**config.mk**
```make
export PLATFORM = sky130hd
export DESIGN_NAME = ptu_ctrl
export DESIGN_NICKNAME = d
export VERILOG_FILES = /design/src/hw/rtl/ptu_pkg.sv /design/src/hw/rtl/ptu_ctrl.sv
export SDC_FILE = /design/constraint.sdc
export NUM_CORES = 1
export LEC_CHECK = 0
export ABC_AREA = 1
export BUFFER_PORTS_ARGS = -buffer_cell sky130_fd_sc_hd__buf_2
export CORE_AREA = 3 3 40 42
export CTS_CLUSTER_SIZE = 25
export DETAILED_ROUTE_END_ITERATION = 10
export DIE_AREA = 0 0 43 45
export SLEW_MARGIN = 20
export SYNTH_ARGS = -nofsm -noshare
export SYNTH_HDL_FRONTEND = slang
export SYNTH_SLANG_ARGS = --single-unit
```
**constraint.sdc**
```tcl
create_clock -name i_clk -period 1.1 [get_ports i_clk]
set_input_delay 0.275 -clock i_clk [delete_from_list [all_inputs] [get_ports i_clk]]
set_output_delay 0.275 -clock i_clk [all_outputs]
set_load 0.01 [all_outputs]
```
**src/hw/rtl/ptu_pkg.sv**
```systemverilog
// Shared constants, types and codes of the two-level page table unit.
// No dependencies.
package ptu_pkg;

    localparam int DIR_ENTRIES   = 1024;
    localparam int TABLE_ENTRIES = 1024;
    localparam int TABLE_POOL    = 16;

    localparam int FUNC_W   = 2;
    localparam int VPN_W    = 20;
    localparam int IDX_W    = 10;
    localparam int FRAME_W  = 20;
    localparam int FLAGS_W  = 11;
    localparam int STATUS_W = 2;
    localparam int ENTRY_W  = 32;

    localparam int DIR_AW     = $clog2(DIR_ENTRIES);
    localparam int TBL_AW     = $clog2(TABLE_ENTRIES);
    localparam int POOL_W     = (TABLE_POOL > 1) ? $clog2(TABLE_POOL) : 1;
    localparam int USED_W     = $clog2(TABLE_POOL + 1);
    localparam int DIR_W      = 1 + POOL_W;
    localparam int TBL_ADDR_W = POOL_W + TBL_AW;
    localparam int TBL_DEPTH  = 1 << TBL_ADDR_W;

    // operation codes
    localparam logic [FUNC_W-1:0] FN_MAP    = 2'd0;
    localparam logic [FUNC_W-1:0] FN_UNMAP  = 2'd1;
    localparam logic [FUNC_W-1:0] FN_LOOKUP = 2'd2;
    localparam logic [FUNC_W-1:0] FN_NONE   = 2'd3;

    // status codes
    localparam logic [STATUS_W-1:0] ST_OK         = 2'd0;
    localparam logic [STATUS_W-1:0] ST_IN_USE     = 2'd1;
    localparam logic [STATUS_W-1:0] ST_NO_TABLE   = 2'd2;
    localparam logic [STATUS_W-1:0] ST_NOT_MAPPED = 2'd3;

    // result selection from controller to datapath
    typedef logic [2:0] t_res;
    localparam t_res RES_OK_NONE    = 3'd0;
    localparam t_res RES_OK_FRAME   = 3'd1;
    localparam t_res RES_IN_USE     = 3'd2;
    localparam t_res RES_NO_TABLE   = 3'd3;
    localparam t_res RES_NOT_MAPPED = 3'd4;

    typedef struct packed {
        logic capture;  // latch input, read directory
        logic clr_wr;   // directory clear write after reset
        logic alloc;    // attach next pool table to directory entry
        logic swp_wr;   // table clear sweep write
        logic tbl_rd;   // read table entry
        logic tbl_wr;   // write back table entry
        logic out_ld;   // load output register
        t_res res;
    } t_cmd;

    typedef struct packed {
        logic [FUNC_W-1:0] func;
        logic range_ok;
        logic dir_present;
        logic pool_free;
        logic tbl_present;
        logic clr_last;
        logic swp_last;
        logic out_free;
    } t_sts;

endpackage

```
**src/hw/rtl/ptu_ctrl.sv**
```systemverilog
// Sequencer of the page table unit: clear pass, directory check, table sweep, table check.
// Depends on ptu_pkg.
module ptu_ctrl (
    input  logic          i_clk,
    input  logic          i_rst_n,
    input  logic          i_valid,
    output logic          o_ready,
    input  ptu_pkg::t_sts i_sts,
    output ptu_pkg::t_cmd o_cmd
);
    import ptu_pkg::*;

    localparam logic [2:0] S_CLR  = 3'd0;
    localparam logic [2:0] S_IDLE = 3'd1;
    localparam logic [2:0] S_DIR  = 3'd2;
    localparam logic [2:0] S_SWP  = 3'd3;
    localparam logic [2:0] S_FIN  = 3'd4;
    localparam logic [2:0] S_TBL  = 3'd5;

    logic [2:0] r_state;
    logic [2:0] n_state;

    always_ff @(posedge i_clk) begin
        if (!i_rst_n) begin
            r_state <= S_CLR;
        end else begin
            r_state <= n_state;
        end
    end

    always_comb begin
        n_state = r_state;
        o_cmd   = '0;
        o_ready = 1'b0;
        unique case (r_state)
            S_CLR: begin
                o_cmd.clr_wr = 1'b1;
                if (i_sts.clr_last) begin
                    n_state = S_IDLE;
                end
            end
            S_IDLE: begin
                o_ready = 1'b1;
                if (i_valid) begin
                    o_cmd.capture = 1'b1;
                    n_state       = S_DIR;
                end
            end
            S_DIR: begin
                if (i_sts.func == FN_MAP && i_sts.range_ok && !i_sts.dir_present
                    && i_sts.pool_free) begin
                    o_cmd.alloc = 1'b1;
                    n_state     = S_SWP;
                end else if (i_sts.func != FN_NONE && i_sts.range_ok
                             && i_sts.dir_present) begin
                    o_cmd.tbl_rd = 1'b1;
                    n_state      = S_TBL;
                end else if (i_sts.out_free) begin
                    o_cmd.out_ld = 1'b1;
                    o_cmd.res    = (i_sts.func == FN_MAP) ? RES_NO_TABLE : RES_NOT_MAPPED;
                    n_state      = S_IDLE;
                end
            end
            S_SWP: begin
                o_cmd.swp_wr = 1'b1;
                if (i_sts.swp_last) begin
                    n_state = S_FIN;
                end
            end
            S_FIN: begin
                if (i_sts.out_free) begin
                    o_cmd.out_ld = 1'b1;
                    o_cmd.res    = RES_OK_NONE;
                    n_state      = S_IDLE;
                end
            end
            S_TBL: begin
                if (i_sts.out_free) begin
                    o_cmd.out_ld = 1'b1;
                    n_state      = S_IDLE;
                    if (i_sts.func == FN_MAP) begin
                        if (i_sts.tbl_present) begin
                            o_cmd.res = RES_IN_USE;
                        end else begin
                            o_cmd.tbl_wr = 1'b1;
                            o_cmd.res    = RES_OK_NONE;
                        end
                    end else if (!i_sts.tbl_present) begin
                        o_cmd.res = RES_NOT_MAPPED;
                    end else begin
                        o_cmd.tbl_wr = (i_sts.func == FN_UNMAP);
                        o_cmd.res    = RES_OK_FRAME;
                    end
                end
            end
            default: begin
                n_state = S_CLR;
            end
        endcase
    end

endmodule

```
==> results.yml <==
yosys:
  ys_seq_elements: 3
  syn_avg_cell_area_um2: 5.33
  synth_area_um2: 384
  ys_seq_area_frac: 0.156
  synth_cell_types: 16
  synth_nets: 84
  synthCells: 72
  yosysWarnings: 0
floorplanning:
  row_count: 13
  floorplan.initialDensity: 0.299
  core-area_mm2: 0.00128
  die_h_um: 45
  die_area_mm2: 0.00194
  die_w_um: 43
  io_pins: 23
final_layout:
  largest_reg_flops: 3
  largest_registers: "r_state x3"
  regArea_um2: 68.8
  layout.nets: 130
  drive_gt1_frac: 0.590
  multi_input_area_um2: 350
  n_antenna_cell: 0
  area_growth_pct: 107
  largest_register: "r_state"
  fillers: 124
  fin_util: 0.620
route:
  ant_nets: 0
  viasPerCell: 4.58
  avgRoutedWirePerCell_um: 10.2
  drt_wl_total_mm: 1.34
  drc: 0
  vias: 605
  drtIter0Drc: 9
  firstDrtPassIters: 4
power:
  p_per_area_mw_per_mm2: 1390
  leakage_uw: 0.000443
  ir_worst_vdd_mv: 0.608
  power_uw: 1100
clock_network:
  cts.sinks: 3
  cts_buffers: 3
  root_buffer: "clkbuf_4"
  cts_tree: "done"
  cts_max_path_buffers: 2
  clk_pin_slew_worst_paths_ns: 0.04
  clk_latency_ns: 0.23
  cts_max_level: 1
timing:
  slew_viol_final: 0
  min_period_ns: 1.52
  clock_skew_ns: 0.00190
  fin_ws_ns: -0.418
  tightest_slew_ns: 0.200
  rsz0062_at_grt: "yes"
  post-route-period-util: 1.38
  timing.fmax_mhz: 659
  hold_violations: 0
  setup_violations: 14
  max_slew_margin: 0.866
global_routing:
  overflow: 0
  antenna_found_initial: 0
  grt_pass1_wl_mm: 2.06
  first_global_vias: 554
  grt_max_degree: 7
  track_usage: 0.139
critical_path:
  r2r-start: "r_state[2]"
  crit_path_end_kind: "primary output"
  worst-path-max-fanout: 3
  r2r_slack_ns: -0.15
  reg2reg_depth: 8
  critPathLaunchType: "flip-flop"
  cp.arrival_ns: 1.24
  r2r_end: "r_state[1]"
  cp_data_required_time_ns: 0.82
  crit_type: "reg2out"
placement:
  io_buffers: 22
  dp_hpwl_mm: 1.04
  gp_congestion: 0.830
worst_hold_path:
  hp-start: "i_rst_n"
  min_path_cells: 3
  hold-path-endpoint: "r_state[0]"
  worstHoldPathType: "in2reg"
outcome:
  violations: "negative setup slack"
  status: "finished, violations left"
run:
  max_cap_viol_count: 0
area by class of cell:
class,count,area share
clock buffer,4,0.0330
sequential,3,0.0863
multi-input combinational,52,0.440
inverter,17,0.0926
timing repair buffer,41,0.325
tap,15,0.0235
cells in the mapped netlist (all sizes together):
| master | n | area, µm² |
|---|---|---|
| o31ai | 2 | 15.0 |
| nand4 | 5 | 31.3 |
| o21ai | 4 | 20.0 |
| nand3 | 8 | 40.0 |
| nand2 | 16 | 60.1 |
| inv | 17 | 63.8 |
| o211ai | 1 | 7.51 |
| nor3 | 1 | 16.3 |
| a21oi | 3 | 18.8 |
| nor2 | 11 | 43.8 |
| nand3b | 1 | 7.51 |
| dfxtp | 3 | 60.1 |
placed cells by master, fill, tap and decap left out, types with 3 or more instances in the layout:
| cell | count |
|---|---|
| buf_4 | 19 |
| inv_1 | 13 |
| clkbuf_4 | 3 |
| nand2_2 | 3 |
| nand3_1 | 5 |
| nand4_1 | 5 |
| nand2_1 | 12 |
| buf_2 | 21 |
| nor2_1 | 6 |
| nor2_2 | 3 |
cells by family (layout without fill, tap and decap cells):
| family | count (synthesis) | after routing | share of synthesized area |
|---|---|---|---|
| compound gates | 10 | 10 | 0.160 |
| buf+inv | 17 | 62 | 0.166 |
| flops | 3 | 3 | 0.156 |
| simple gates | 42 | 42 | 0.518 |
through the flow:
step	setup TNS (ns)	instances	hold slack, ns	setup WS [ns]	area (µm²)
3_5_place_dp	-2.38	126	0.550	-0.319	676
2_1_floorplan	-0.227	72	0.421	-0.0651	419
5_1_grt	-4.94	132	0.305	-0.494	797
6_report	-3.89	132	0.298	-0.418	797
4_1_cts	-4.16	131	0.294	-0.434	753
3_3_place_gp	-2.20	126	0.540	-0.278	676
repair_timing:
action,CTS,global route
resized for setup,13,10
pin swaps,7,4
endpoints found under the hold margin,0,0
hold buffers,0,0
setup endpoints to repair,14,14
buffers inserted,1,1
where the power goes:
part	total [µW]	switching, µW	internal (µW)
Clock	196	60.3	136
Sequential	188	36.7	151
Combinational	720	399	321
critical path: stages, from the launching register on:
cell and delay (ns):
dfxtp_2 0.34, nor3_4 0.21, nand4_1 0.20, o31ai_4 0.10, buf_2 0.16
how the worst max path moves through the flow:
stage                     slack (ns)  endpoint  cells after the start  startpoint
after floorplan                -0.07  o_cmd[0]                      5  r_state[1]
after global placement         -0.28  o_cmd[0]                      8    i_sts[8]
after detailed placement       -0.32  o_cmd[0]                      8    i_sts[8]
after CTS                      -0.43  o_cmd[0]                      4  r_state[2]
after global routing           -0.49  o_cmd[0]                      4  r_state[2]
final                          -0.42  o_cmd[0]                      4  r_state[2]
routing by layer:
metal / track usage / vias to the layer above / share of wire
li1: - / 329 / -
met1: 0.139 / 258 / 0.41
met2: 0.266 / 18 / 0.53
met3: 0.0159 / 0 / 0.059
met4: 0.0964 / 0 / 0
met5: 0 / - / 0
(Power assumes the default switching activity.)
